==> src/rtl/multi_channel_square_tone_generator_macros.svh <==
// assertion macros for the square tone generator
// uses clk_i and rst_ni of the module that includes this header
`ifndef MULTI_CHANNEL_SQUARE_TONE_GENERATOR_MACROS_SVH
`define MULTI_CHANNEL_SQUARE_TONE_GENERATOR_MACROS_SVH

// property checked on every rising edge outside reset
`define MCSTG_ASSERT(lbl, prop, msg) \
  lbl: assert property (@(posedge clk_i) disable iff (!rst_ni) prop) else $error(msg);

// condition at one edge implies another at the next edge
`define MCSTG_ASSERT_NEXT(lbl, pre, post, msg) \
  `MCSTG_ASSERT(lbl, (pre) |=> (post), msg)

`endif

==> src/rtl/mcstg_pkg.sv <==
// types and command codes for the square tone generator
// no dependencies
`timescale 1ns / 1ps
`default_nettype none

package mcstg_pkg;

  // command codes of the input transfer
  typedef enum logic [3:0] {
    CMD_TICK     = 4'd0,
    CMD_TONE     = 4'd1,
    CMD_LATCH    = 4'd2,
    CMD_LATCH_ON = 4'd3,
    CMD_ALL_OFF  = 4'd4,
    CMD_AMP      = 4'd5,
    CMD_FREQ     = 4'd6,
    CMD_OCT      = 4'd7,
    CMD_START    = 4'd8
  } cmd_e;

  // configuration register indexes
  localparam logic REG_PAIRED_MODE = 1'b0;
  localparam logic REG_ACTIVE_CH   = 1'b1;

  localparam logic [3:0] ACTIVE_RST = 4'd2;
  localparam logic [7:0] LATCH_RST  = 8'd128;

  typedef logic signed [4:0]  amp_t;
  typedef logic        [16:0] period_t;
  typedef logic signed [17:0] cnt_t;
  typedef logic        [7:0]  freq_t;
  typedef logic        [2:0]  oct_t;

  localparam period_t PERIOD_RST = 17'd32;
  localparam oct_t    OCT_RST    = 3'd4;

  // per-channel update controls for one command
  typedef struct packed {
    logic    tick;
    logic    stop;
    logic    run_set;
    logic    load_cnt;
    logic    amp_we;
    amp_t    amp_val;
    logic    per_we;
    period_t per_val;
    logic    freq_we;
    freq_t   freq_val;
    logic    oct_we;
    oct_t    oct_val;
  } chan_ctrl_t;

  // per-channel state seen by the command decode
  typedef struct packed {
    amp_t  amp;
    freq_t freq;
    oct_t  oct;
    logic  running;
  } chan_stat_t;

endpackage

`default_nettype wire

==> src/rtl/mcstg_chan.sv <==
// one tone channel: amplitude, period, countdown and output level state
// depends on mcstg_pkg
`timescale 1ns / 1ps
`default_nettype none

module mcstg_chan #(
  parameter mcstg_pkg::amp_t AMP_RST = 5'sd0
) (
  input  wire                    clk_i,
  input  wire                    rst_ni,
  input  mcstg_pkg::chan_ctrl_t  ctrl_i,
  output mcstg_pkg::chan_stat_t  stat_o,
  output mcstg_pkg::amp_t        held_d_o,
  output logic                   run_d_o
);
  import mcstg_pkg::*;

  amp_t    amp_q, amp_d;
  period_t per_q, per_d;
  cnt_t    cnt_q, cnt_d;
  logic    run_q, run_d;
  amp_t    held_q, held_d;
  freq_t   freq_q, freq_d;
  oct_t    oct_q, oct_d;
  cnt_t    cnt_dec;

  // next state for the current command
  always_comb begin
    amp_d   = amp_q;
    per_d   = per_q;
    cnt_d   = cnt_q;
    run_d   = run_q;
    held_d  = held_q;
    freq_d  = freq_q;
    oct_d   = oct_q;
    cnt_dec = cnt_q - 18'sd8;
    if (ctrl_i.amp_we) begin
      amp_d = ctrl_i.amp_val;
    end
    if (ctrl_i.per_we) begin
      per_d = ctrl_i.per_val;
    end
    if (ctrl_i.freq_we) begin
      freq_d = ctrl_i.freq_val;
    end
    if (ctrl_i.oct_we) begin
      oct_d = ctrl_i.oct_val;
    end
    // tick: count down, reload and flip the level on expiry
    if (ctrl_i.tick && run_q) begin
      cnt_d = cnt_dec;
      if (cnt_dec <= 18'sd0) begin
        cnt_d  = cnt_t'({1'b0, per_q});
        amp_d  = -amp_q;
        held_d = -amp_q;
      end
    end
    // start of an idle channel
    if (ctrl_i.load_cnt) begin
      cnt_d  = cnt_t'({1'b0, per_d});
      held_d = amp_d;
    end
    if (ctrl_i.stop) begin
      run_d = 1'b0;
    end
    if (ctrl_i.run_set) begin
      run_d = 1'b1;
    end
  end

  // state registers
  always_ff @(posedge clk_i or negedge rst_ni) begin
    if (!rst_ni) begin
      amp_q  <= AMP_RST;
      per_q  <= PERIOD_RST;
      cnt_q  <= '0;
      run_q  <= 1'b0;
      held_q <= '0;
      freq_q <= '0;
      oct_q  <= OCT_RST;
    end else begin
      amp_q  <= amp_d;
      per_q  <= per_d;
      cnt_q  <= cnt_d;
      run_q  <= run_d;
      held_q <= held_d;
      freq_q <= freq_d;
      oct_q  <= oct_d;
    end
  end

  assign stat_o.amp     = amp_q;
  assign stat_o.freq    = freq_q;
  assign stat_o.oct     = oct_q;
  assign stat_o.running = run_q;
  assign held_d_o       = held_d;
  assign run_d_o        = run_d;

endmodule

`default_nettype wire

==> src/rtl/mcstg_mix.sv <==
// left/right level sums and running mask over all channels
// depends on mcstg_pkg
`timescale 1ns / 1ps
`default_nettype none

module mcstg_mix #(
  parameter int unsigned CHANNELS = 8
) (
  input  mcstg_pkg::amp_t [CHANNELS-1:0] held_i,
  input  logic            [CHANNELS-1:0] run_i,
  output logic signed     [6:0]          left_o,
  output logic signed     [6:0]          right_o,
  output logic            [7:0]          mask_o
);
  import mcstg_pkg::*;

  // even channels to the left, odd channels to the right
  always_comb begin
    left_o  = '0;
    right_o = '0;
    for (int i = 0; i < CHANNELS; i++) begin
      if ((i % 2) == 1) begin
        right_o = right_o + {{2{held_i[i][4]}}, held_i[i]};
      end else begin
        left_o = left_o + {{2{held_i[i][4]}}, held_i[i]};
      end
    end
  end

  assign mask_o = 8'(run_i);

endmodule

`default_nettype wire

==> src/rtl/multi_channel_square_tone_generator.sv <==
// top level of the multi-channel square tone generator
// depends on mcstg_pkg, mcstg_chan, mcstg_mix and the assertion macro header
//
//   port group  dir  payload
//   s_axis      in   tdata[3:0] cmd, [6:4] channel, [22:7] value
//   m_axis      out  tdata[6:0] left_level, [13:7] right_level, [21:14] running_mask
//   cfg         in   addr 0 paired_mode, addr 1 active_channels
//
// one command per cycle while m_axis does not stall; a result follows its command transfer
// through two registers: the command sits in the input register, and the channel update
// then fills the result register.
// reset loads all channel state to its start values; no clearing sweep.
// a stalled m_axis holds the result; the input register still takes one more command,
// then s_axis_tready drops until the result is taken.
`timescale 1ns / 1ps
`default_nettype none
`include "multi_channel_square_tone_generator_macros.svh"

module multi_channel_square_tone_generator #(
  parameter int unsigned CHANNELS = 8
) (
  input  wire         clk_i,
  input  wire         rst_ni,
  // command stream
  input  wire         s_axis_tvalid,
  output logic        s_axis_tready,
  input  wire  [23:0] s_axis_tdata,   // cmd, channel, value, zero pad
  // result stream
  output logic        m_axis_tvalid,
  input  wire         m_axis_tready,
  output logic [23:0] m_axis_tdata,   // left_level, right_level, running_mask, zero pad
  // configuration writes
  input  wire         cfg_we_i,
  input  wire  [0:0]  cfg_addr_i,
  input  wire  [3:0]  cfg_wdata_i
);
  import mcstg_pkg::*;

  // input register
  logic        in_valid_q;
  cmd_e        cmd_q;
  logic [2:0]  ch_q;
  logic [15:0] val_q;

  // configuration and shared state
  logic        paired_q;
  logic [3:0]  active_q;
  logic [7:0]  latch_q;

  // result register
  logic              out_valid_q;
  logic signed [6:0] left_q;
  logic signed [6:0] right_q;
  logic [7:0]        mask_q;

  logic step;

  chan_ctrl_t           ctrl [CHANNELS];
  chan_stat_t           stat [CHANNELS];
  amp_t  [CHANNELS-1:0] held_d;
  logic  [CHANNELS-1:0] run_d;

  logic signed [6:0] left_d;
  logic signed [6:0] right_d;
  logic [7:0]        mask_d;

  // decode helpers
  logic [3:0] n_live;
  logic [3:0] lo4;
  logic [3:0] hi4;
  logic       tgt_ok;
  logic [3:0] mag;
  amp_t       tone_amp;
  amp_t       amp_w;
  amp_t       lo_amp;
  freq_t      lo_freq;
  oct_t       lo_oct;
  freq_t      fc_src;
  oct_t       oct_src;
  oct_t       oct_new;
  logic [7:0] nn1;
  logic [3:0] shamt;
  logic [8:0] latch_p1;
  logic [8:0] fc_p1;
  logic [11:0] prod;
  period_t    tone_per;
  period_t    latch_per;
  period_t    fo_per;
  logic       tone_stop;
  logic       pair_idle;

  // check helpers
  logic       stalled;
  logic       all_off_step;
  logic       level_ok;

  // handshake: the command moves on when the result register is free
  assign step          = in_valid_q && (!out_valid_q || m_axis_tready);
  assign s_axis_tready = !in_valid_q || step;

  always_ff @(posedge clk_i or negedge rst_ni) begin
    if (!rst_ni) begin
      in_valid_q <= 1'b0;
    end else if (s_axis_tready) begin
      in_valid_q <= s_axis_tvalid;
    end
  end

  always_ff @(posedge clk_i) begin
    if (s_axis_tvalid && s_axis_tready) begin
      cmd_q <= cmd_e'(s_axis_tdata[3:0]);
      ch_q  <= s_axis_tdata[6:4];
      val_q <= s_axis_tdata[22:7];
    end
  end

  // configuration writes
  always_ff @(posedge clk_i or negedge rst_ni) begin
    if (!rst_ni) begin
      paired_q <= 1'b1;
      active_q <= ACTIVE_RST;
    end else if (cfg_we_i) begin
      case (cfg_addr_i)
        REG_PAIRED_MODE: paired_q <= cfg_wdata_i[0];
        REG_ACTIVE_CH:   active_q <= cfg_wdata_i;
        default: ;
      endcase
    end
  end

  // divider latch, zero stored as 128
  always_ff @(posedge clk_i or negedge rst_ni) begin
    if (!rst_ni) begin
      latch_q <= LATCH_RST;
    end else if (step && (cmd_q == CMD_LATCH)) begin
      latch_q <= (val_q[7:0] == 8'd0) ? LATCH_RST : val_q[7:0];
    end
  end

  // shared operands of the command
  always_comb begin
    n_live    = (active_q > 4'(CHANNELS)) ? 4'(CHANNELS) : active_q;
    lo4       = paired_q ? {ch_q, 1'b0} : {1'b0, ch_q};
    hi4       = paired_q ? {ch_q, 1'b1} : {1'b0, ch_q};
    tgt_ok    = hi4 < 4'(CHANNELS);
    mag       = val_q[3:0];
    pair_idle = !stat[0].running;

    // packed tone register
    tone_amp  = (stat[0].running && stat[0].amp[4]) ? -amp_t'({1'b0, mag})
                                                    : amp_t'({1'b0, mag});
    tone_stop = val_q[7] || (mag == 4'd0);
    nn1       = {1'b0, val_q[14:8]} + 8'd1;
    shamt     = {1'b0, val_q[6:4] ^ 3'b111} + 4'd2;
    tone_per  = period_t'(nn1) << shamt;

    // latch based period
    latch_p1  = {1'b0, latch_q} + 9'd1;
    latch_per = {3'b000, latch_p1, 5'b00000};

    // state of the first target channel
    lo_amp  = '0;
    lo_freq = '0;
    lo_oct  = '0;
    for (int i = 0; i < CHANNELS; i++) begin
      if (lo4 == 4'(i)) begin
        lo_amp  = stat[i].amp;
        lo_freq = stat[i].freq;
        lo_oct  = stat[i].oct;
      end
    end
    amp_w   = lo_amp[4] ? -amp_t'({1'b0, mag}) : amp_t'({1'b0, mag});
    oct_new = {1'b0, val_q[1:0] ^ 2'b11} + 3'd1;

    // frequency / octave period
    fc_src  = (cmd_q == CMD_FREQ) ? val_q[7:0] : lo_freq;
    oct_src = (cmd_q == CMD_OCT) ? oct_new : lo_oct;
    fc_p1   = {1'b0, fc_src} + 9'd1;
    prod    = {9'b0, oct_src} * {3'b000, fc_p1};
    fo_per  = {prod, 5'b00000};
  end

  // per-channel controls
  always_comb begin
    for (int i = 0; i < CHANNELS; i++) begin
      ctrl[i] = '0;
      if (step) begin
        case (cmd_q)
          CMD_TICK: begin
            ctrl[i].tick = 4'(i) < n_live;
          end
          CMD_TONE: begin
            if (i < 2) begin
              ctrl[i].amp_we  = 1'b1;
              ctrl[i].amp_val = tone_amp;
              if (tone_stop) begin
                ctrl[i].stop = 1'b1;
              end else begin
                ctrl[i].per_we   = 1'b1;
                ctrl[i].per_val  = tone_per;
                ctrl[i].run_set  = 1'b1;
                ctrl[i].load_cnt = pair_idle;
              end
            end
          end
          CMD_LATCH_ON: begin
            if (i < 2) begin
              ctrl[i].per_we   = 1'b1;
              ctrl[i].per_val  = latch_per;
              ctrl[i].run_set  = 1'b1;
              ctrl[i].load_cnt = pair_idle;
            end
          end
          CMD_ALL_OFF: begin
            ctrl[i].stop = 4'(i) < n_live;
          end
          CMD_AMP: begin
            ctrl[i].amp_we  = tgt_ok && ((lo4 == 4'(i)) || (hi4 == 4'(i)));
            ctrl[i].amp_val = amp_w;
          end
          CMD_FREQ: begin
            ctrl[i].freq_we  = tgt_ok && ((lo4 == 4'(i)) || (hi4 == 4'(i)));
            ctrl[i].freq_val = val_q[7:0];
            ctrl[i].per_we   = ctrl[i].freq_we;
            ctrl[i].per_val  = fo_per;
          end
          CMD_OCT: begin
            ctrl[i].oct_we  = tgt_ok && ((lo4 == 4'(i)) || (hi4 == 4'(i)));
            ctrl[i].oct_val = oct_new;
            ctrl[i].per_we  = ctrl[i].oct_we;
            ctrl[i].per_val = fo_per;
          end
          CMD_START: begin
            ctrl[i].run_set  = 4'(i) < n_live;
            ctrl[i].load_cnt = (4'(i) < n_live) && !stat[i].running;
          end
          default: ;
        endcase
      end
    end
  end

  // channels
  for (genvar g = 0; g < CHANNELS; g++) begin : g_chan
    mcstg_chan #(
      .AMP_RST((g < 2) ? 5'sd8 : 5'sd0)
    ) u_chan (
      .clk_i    (clk_i),
      .rst_ni   (rst_ni),
      .ctrl_i   (ctrl[g]),
      .stat_o   (stat[g]),
      .held_d_o (held_d[g]),
      .run_d_o  (run_d[g])
    );
  end

  // level sums of the updated state
  mcstg_mix #(
    .CHANNELS(CHANNELS)
  ) u_mix (
    .held_i  (held_d),
    .run_i   (run_d),
    .left_o  (left_d),
    .right_o (right_d),
    .mask_o  (mask_d)
  );

  // result register
  always_ff @(posedge clk_i or negedge rst_ni) begin
    if (!rst_ni) begin
      out_valid_q <= 1'b0;
    end else if (step) begin
      out_valid_q <= 1'b1;
    end else if (m_axis_tready) begin
      out_valid_q <= 1'b0;
    end
  end

  always_ff @(posedge clk_i) begin
    if (step) begin
      left_q  <= left_d;
      right_q <= right_d;
      mask_q  <= mask_d;
    end
  end

  assign m_axis_tvalid = out_valid_q;
  assign m_axis_tdata  = {2'b00, mask_q, right_q, left_q};

  // checks
  assign stalled      = in_valid_q && out_valid_q && !m_axis_tready;
  assign all_off_step = step && (cmd_q == CMD_ALL_OFF) && (active_q != 4'd0);
  assign level_ok     = (left_q >= -7'sd60) && (left_q <= 7'sd60) &&
                        (right_q >= -7'sd60) && (right_q <= 7'sd60);

  `MCSTG_ASSERT(a_stall_blocks_input, stalled |-> !s_axis_tready, "input taken while full")
  `MCSTG_ASSERT_NEXT(a_step_gives_result, step, out_valid_q, "command passed without a result")
  `MCSTG_ASSERT_NEXT(a_all_off_stops_ch0, all_off_step, !stat[0].running, "channel 0 still on")
  `MCSTG_ASSERT(a_level_range, out_valid_q |-> level_ok, "level sum out of range")

endmodule

`default_nettype wire
==> config.mk <==
export PLATFORM = sky130hd
export DESIGN_NAME = multi_channel_square_tone_generator
export DESIGN_NICKNAME = d
export VERILOG_FILES = /design/src/rtl/mcstg_pkg.sv /design/src/rtl/mcstg_chan.sv /design/src/rtl/mcstg_mix.sv /design/src/rtl/multi_channel_square_tone_generator.sv
export VERILOG_INCLUDE_DIRS = /design/src /design/src/rtl
export SDC_FILE = /design/constraint.sdc
export NUM_CORES = 1
export LEC_CHECK = 0
export ABC_AREA = 1
export BUFFER_PORTS_ARGS = -buffer_cell sky130_fd_sc_hd__clkbuf_2
export CAP_MARGIN = 20
export CORE_ASPECT_RATIO = 0.9
export CORE_MARGIN = 8
export CORE_UTILIZATION = 30
export DETAILED_ROUTE_END_ITERATION = 10
export PLACE_DENSITY_LB_ADDON = 0.25
export SYNTH_ARGS = -nofsm -noshare
export SYNTH_HDL_FRONTEND = slang
export SYNTH_SLANG_ARGS = --single-unit
==> constraint.sdc <==
create_clock -name clk_i -period 6.65 [get_ports clk_i]
set_input_delay 0.665 -clock clk_i [delete_from_list [all_inputs] [get_ports clk_i]]
set_output_delay 0.665 -clock clk_i [all_outputs]
set_load 0.1 [all_outputs]
After elaboration in Yosys (flattened, before gate mapping)
Cells that the tools add are included.
- input bits: 34
- flip-flop bits (word level): 515
- equal/unequal tests: 22
- shift operators: 1
- bitwise logic cells: 3
- order comparisons: 18
- add/subtract/negate cells: 28
- multiplexer cells: 197
- reduce and logical (&&, ||, !) cells: 66
- multiply operators: 1
- operator list (operator ; count):
    $mux W18 ; 31
    $mux W41 ; 8
    $mux W5 ; 58
    $le A18 B1 Y1 const B ; 8
    $sub A18 B5 Y18 const B ; 8
    $mux W17 ; 8
    $pmux W18 S3 ; 2
    $mux W8 ; 10
    $mux W9 ; 8
    $eq A4 B3 Y1 const B ; 12
    $mux W4 ; 11
    $neg A5 Y5 ; 8
    $mux W6 ; 6
    $mux W1 ; 33
    $add A7 B7 Y7 ; 4
    $logic_and A1 B1 Y1 ; 28
    $mux W3 ; 9
    $eq A4 B2 Y1 const B ; 6
    $pmux W6 S2 ; 2
    $add A8 B1 Y9 const B ; 2
    $reduce_bool A2 Y1 ; 9
    $shl A8 B4 Y17 ; 1
    $logic_not A4 Y1 ; 4
    $lt A3 B4 Y1 const A ; 4
    23 further kinds ; 56

Depth between registers and ports, before layout
- depth in word-level cells: 22
- mapped depth: 36
- gate-level depth less buffers: 34

By module
A second synthesis with hierarchy kept.
- cells, all modules: 3790
- area, all modules: 31066.0 µm²
- by module, submodules not included (module ; cells an instance ; area each (µm²) ; instances ; sequential area each (µm²)):
    mcstg_chan (g_chan[2].u_chan ...) ; 350 ; 3046.7 ; 6 ; 1428.9
    mcstg_chan (g_chan[0].u_chan ...) ; 350 ; 3047.9 ; 2 ; 1430.1
    multi_channel_square_tone_generator ; 871 ; 5691.7 ; 1 ; 1700.4
    mcstg_mix ; 119 ; 998.5 ; 1 ; 0.0

Worst setup path before layout
Ideal clock, no wire load.
- path kind: reg2reg
- start: register out_valid_q (netlist: m_axis_tvalid)
- end: register left_q[6], data pin
- path buffers: 2
- cell stages (with the launch flop): 23
- clock period less this slack: 5.308 ns
- path slack: 1.342 ns
- data arrival time: 5.048 ns
- cells stage by stage: dfrtp_1 > nand2_1 > nand2_2 > inv_1 > clkbuf_1 > nand2_1 > nor2_1 > buf_2 > nand2_1 > o21ai_0 > ha_1 > inv_1 > fa_1 > o21ai_0 > xor2_1 > fa_1 > ha_1 > inv_1 > nor2_1 > nor2_1 > nor2_1 > nor2_1 > xor2_1
- cells in the longest elaborated chain, start to end: 11
- elaborated cells on any way between the ends: 34
- RTL lines (item ; RTL line ; RTL):
    start: declaration ; multi_channel_square_tone_generator.sv:51 ; logic out_valid_q;
    start signal: assignment ; multi_channel_square_tone_generator.sv:271 ; out_valid_q <= 1'b0;
    start signal: assignment ; multi_channel_square_tone_generator.sv:273 ; out_valid_q <= 1'b1;
    start signal: assignment ; multi_channel_square_tone_generator.sv:275 ; out_valid_q <= 1'b0;
    $logic_not A1 Y1 (*) ; multi_channel_square_tone_generator.sv:98 ; assign step = in_valid_q && (!out_valid_q || m_axis_tready);
    $logic_or A1 B1 Y1 (*) ; multi_channel_square_tone_generator.sv:98 ;
    $logic_and A1 B1 Y1 (*) ; multi_channel_square_tone_generator.sv:98 ;
    named net step ; multi_channel_square_tone_generator.sv:56 ; logic step;
    $mux W41 (*) ; multi_channel_square_tone_generator.sv:187 ; if (step) begin
    $mux W5 ; mcstg_chan.sv:37 ; if (ctrl_i.amp_we) begin
    $mux W5 ; mcstg_chan.sv:52 ; if (cnt_dec <= 18'sd0) begin
    $mux W5 ; mcstg_chan.sv:50 ; if (ctrl_i.tick && run_q) begin
    $mux W5 (*) ; mcstg_chan.sv:59 ; if (ctrl_i.load_cnt) begin
    named net g_chan[0].u_chan.held_d_o[0] ; mcstg_chan.sv:13 ; output mcstg_pkg::amp_t held_d_o,
    $add A5 B5 Y6 (*) ; mcstg_mix.sv:25 ; left_o = left_o + {{2{held_i[i][4]}}, held_i[i]};
    $add A7 B7 Y7 (*) (2 in series) ; mcstg_mix.sv:25 ;
    named net left_d[6] ; multi_channel_square_tone_generator.sv:63 ; logic signed [6:0] left_d;
    end signal: assignment ; multi_channel_square_tone_generator.sv:281 ; left_q <= left_d;
    end: declaration ; multi_channel_square_tone_generator.sv:52 ; logic signed [6:0] left_q;
The timed path passes the listed nets; every way through them passes the cells marked *.
A chain may end at the register's enable or synchronous reset.

Final worst setup path
- start: register val_q[1]
- end: register left_q[6], data pin
- elaborated cells on any way between the ends: 34
- RTL lines (item ; RTL line ; RTL):
    start: declaration ; multi_channel_square_tone_generator.sv:43 ; logic [15:0] val_q;
    start signal: assignment ; multi_channel_square_tone_generator.sv:113 ; val_q <= s_axis_tdata[22:7];
    $logic_not A4 Y1 ; multi_channel_square_tone_generator.sv:152 ; tone_stop = val_q[7] || (mag == 4'd0);
    $logic_or A1 B1 Y1 ; multi_channel_square_tone_generator.sv:152 ;
    $mux W2 ; multi_channel_square_tone_generator.sv:196 ; if (tone_stop) begin
    $pmux W2 S3 ; multi_channel_square_tone_generator.sv:188 ; case (cmd_q)
    $mux W41 ; multi_channel_square_tone_generator.sv:187 ;
    $mux W5 ; mcstg_chan.sv:59 ;
    named net g_chan[0].u_chan.held_d_o[0] ; mcstg_chan.sv:13 ;
    $add A5 B5 Y6 ; mcstg_mix.sv:25 ;
    $add A7 B7 Y7 (2 in series) ; mcstg_mix.sv:25 ;
    named net left_d[6] ; multi_channel_square_tone_generator.sv:63 ;
The timed path passes the listed nets, and every way through them passes these cells.

==> flow_summary_export.csv <==
group,metric,value,unit
outcome,outcome,"complete, no violations",
sta,grt_setup_unrepaired,"no",
floorplanning,num_io_pins,60,
logic_synthesis,postSynth.asyncResetShare,91.5,%
final_layout,fin_util,34.2,%
global_route,grt_usage,16.2,%
logic_synthesis,synth-main-ff-cell,"dfrtp_1",
final_layout,multiInputGateArea,13800,um2
logic_synthesis,synth_cell_types,61,
floorplanning,num_rows,108,
sta,fin_crit_sh,86.7,%
sta,tightest_slew,1.05,ns
final_layout,drive_gt1_share,9.03,%
worst_setup_path,reg2reg_depth,27,
clock_tree,cts-resized-gates,0,
worst_setup_path,rrSetupSlack,0.88,ns
final_layout,syn_to_final_growth,12.9,%
final_layout,layout_commonest_cell,"nand2_1",
final_layout,fillers,10300,
route,firstDrtPassIters,5,
worst_setup_path,endpoint_kind,"register",
route,first_iter_violations,2068,
power_and_ir_drop,p_leak,15.6,nW
logic_synthesis,syn_area,29300,um2
logic_synthesis,syn_avg_cell_area,7.75,um2
worst_setup_path,critPathKind,"reg -> reg",
global_route,grt_pass1_vias,24300,
sta,finClkSkew,0.0171,ns
clock_tree,cts_root_buf,"clkbuf_16",
worst_setup_path,crit_start,"val_q[1]$_DFFE_PP_",
final_layout,regArea,13100,um2
power_and_ir_drop,total_power,0.0145,W
sta,relSlewSlack,30.1,%
floorplanning,die_area,108000,um2
placement,io_buffers,55,
final_layout,fin_nets,3957,
logic_synthesis,synth-edff-count,44,
route,vias_per_cell,4.80,
clock_tree,cts_hold_buf,0,
route,drc,0,
sta,fmax,0.173,GHz
logic_synthesis,seq_area_frac_synth,44.9,%
logic_synthesis,ys_seq_elements,515,
route,routed_wl,88300,um
worst_setup_path,reg2reg_from,"val_q[1]$_DFFE_PP_",
worst_setup_path,r2r-end,"left_q[6]$_DFFE_PP_",
route,via_count,24800,
sta,setup_viol,0,
clock_tree,clock_latency,0.63,ns
global_route,grt_pass1_wl,141000,um
placement,place.gp.congestion,0.839,
logic_synthesis,synth_area_leaders,"dfrtp_1 (38%), nand2_1 (12%), nand3_1 (6.1%)",
clock_tree,cts_tree,"yes",
logic_synthesis,yosysTopAreaCell,"dfrtp_1",
logic_synthesis,yosys_warnings,0,
route,routedWlPerCell,17.1,um
sta,period_needed,5.77,ns
placement,place_inst,5051,
power_and_ir_drop,powerDensity,440,nW/um2
clock_tree,htree_levels,2,
worst_setup_path,cp.required,7.11,ns
final_layout,mostFrequentLayoutCells,"nand2_1 (967), dfrtp_1 (450), inv_1 (448), nor2_1 (361), nand3_1 (359)",
worst_setup_path,cp-endpoint,"left_q[6]$_DFFE_PP_",
sta,slew_violations,0,
clock_tree,clk_pin_slew,0.06,ns
floorplanning,die_w,345,um
flow_run,drv_cap,0,
placement,hpwlAfterDp,63300,um
logic_synthesis,synthCells,3774,
sta,finalSetupTns,0,ns
power_and_ir_drop,peakVddDrop,0.265,mV
clock_tree,cts_buffer_depth,3,
worst_setup_path,crit_fanout,10,
clock_tree,cts_setup_buffers,0,
worst_setup_path,arrival,6.23,ns
clock_tree,clock_sinks,515,
route,antenna_left,0,
global_route,gr-total-overflow,0,
floorplanning,start_util,30.3,%
global_route,grt_max_degree,167,
worst_setup_path,start_kind,"register",
floorplanning,fp.dieH,312,um
logic_synthesis,synth_top_area_share,38.5,%
global_route,antenna_found_initial,6,
clock_tree,cts_buffers,59,
final_layout,layoutNonFillerInstCount,5166,
floorplanning,core_area,96600,um2
sta,hold_viol_final,0,
worst_hold_path,holdCritPathClass,"in -> async",
-- synthesized netlist by cell type, drive strengths merged, types with 49 or more instances --
master,n
xor2,94
nand3,366
nand2,988
buf,52
inv,493
ha,52
dfrtp,450
o211ai,70
nor3,49
o21ai,301
nor2,389
a21oi,92
nand4,59
-- through the flow --
stage                     instance area (um2)  setup slack [ns]  hold slack (ns)
after floorplan                         29300              1.34            0.369
after global placement                  31100             0.963            0.462
after detailed placement                31100             0.966            0.466
after CTS                               33000             0.935           0.0483
after global routing                    33000             0.401           0.0819
final                                   33000             0.885           0.0581
-- layer usage --
metal / global-route usage [%] / share of wire [%] / vias up
met5: 0 / 0 / -
met4: 4.08 / 2.2 / 0
met3: 2.36 / 5.4 / 103
met2: 24.2 / 42 / 542
met1: 24.3 / 51 / 11800
li1: - / - / 12400
-- cells by family (layout without fill, tap and decap cells) --
kind of cell    Yosys count  count (layout)  share of synthesized area (%)
compound gates          552             552                           10.9
xor+xnor                129             129                           3.86
fa+ha+maj                76              76                           3.86
buf+inv                 592             714                           7.91
flops                   515             515                           44.9
mux                       2               2                         0.0770
other cells               1               6                         0.0128
simple gates           1907            1907                           28.5
-- how the worst min path moves through the flow --
stage | from | end | slack (ns) | depth (start not counted)
after global routing | rst_ni | g_chan[4].u_chan.per_q[12]$_DFF_PN0_ | 0.08 | 1
after global placement | g_chan[3].u_chan.freq_q[4]$_DFFE_PN0P_ | g_chan[3].u_chan.freq_q[4]$_DFFE_PN0P_ | 0.46 | 2
after floorplan | rst_ni | active_q[0]$_DFFE_PN0P_ | 0.37 | 0
after CTS | rst_ni | active_q[0]$_DFFE_PN0P_ | 0.05 | 1
final | rst_ni | g_chan[4].u_chan.per_q[12]$_DFF_PN0_ | 0.06 | 1
after detailed placement | g_chan[3].u_chan.freq_q[6]$_DFFE_PN0P_ | g_chan[3].u_chan.freq_q[6]$_DFFE_PN0P_ | 0.47 | 2
-- power by group --
part           internal (W)  total (W)  switching, W
Sequential          0.00437    0.00508      0.000711
Clock               0.00188    0.00328       0.00140
Combinational       0.00217    0.00618       0.00400
-- layout make-up --
cell class,count,area share (%)
inverters,500,5.68
well taps,1265,4.79
multi-input cells,2668,41.9
clock buffers,82,5.07
flip-flops and latches,515,39.8
clock inverters,29,0.769
diodes,4,0.0303
repair buffers,103,2.03
-- state kept, by name, summed over array words and instances (netlist names), 15 cells and up --
register / flops
g_chan.u_chan.cnt_q: 144
g_chan.u_chan.per_q: 136
g_chan.u_chan.freq_q: 64
g_chan.u_chan.amp_q: 40
g_chan.u_chan.held_q: 40
g_chan.u_chan.oct_q: 24
val_q: 15
-- critical path, cell delays in order, from the launching register on --
cell and delay (ns):
edfxtp_1 0.43, inv_1 0.13, ha_1 0.19, inv_1 0.17
nor3_2 0.31, inv_1 0.19, nand2_1 0.13, nor2_1 0.08
nor2_1 0.44, o21ai_1 0.14, nand2_1 0.13, nor2_2 0.06
buf_4 0.17, o21ai_0 0.36, ha_1 0.24, inv_1 0.06
fa_1 0.40, xnor2_1 0.35, fa_1 0.52, ha_1 0.21
a21oi_1 0.14, inv_1 0.05, a31oi_1 0.21, nor2_1 0.06
nor2_1 0.09, nor2_1 0.05, nor2_1 0.10, xor2_1 0.18
Power figures use the tool's default switching activity.
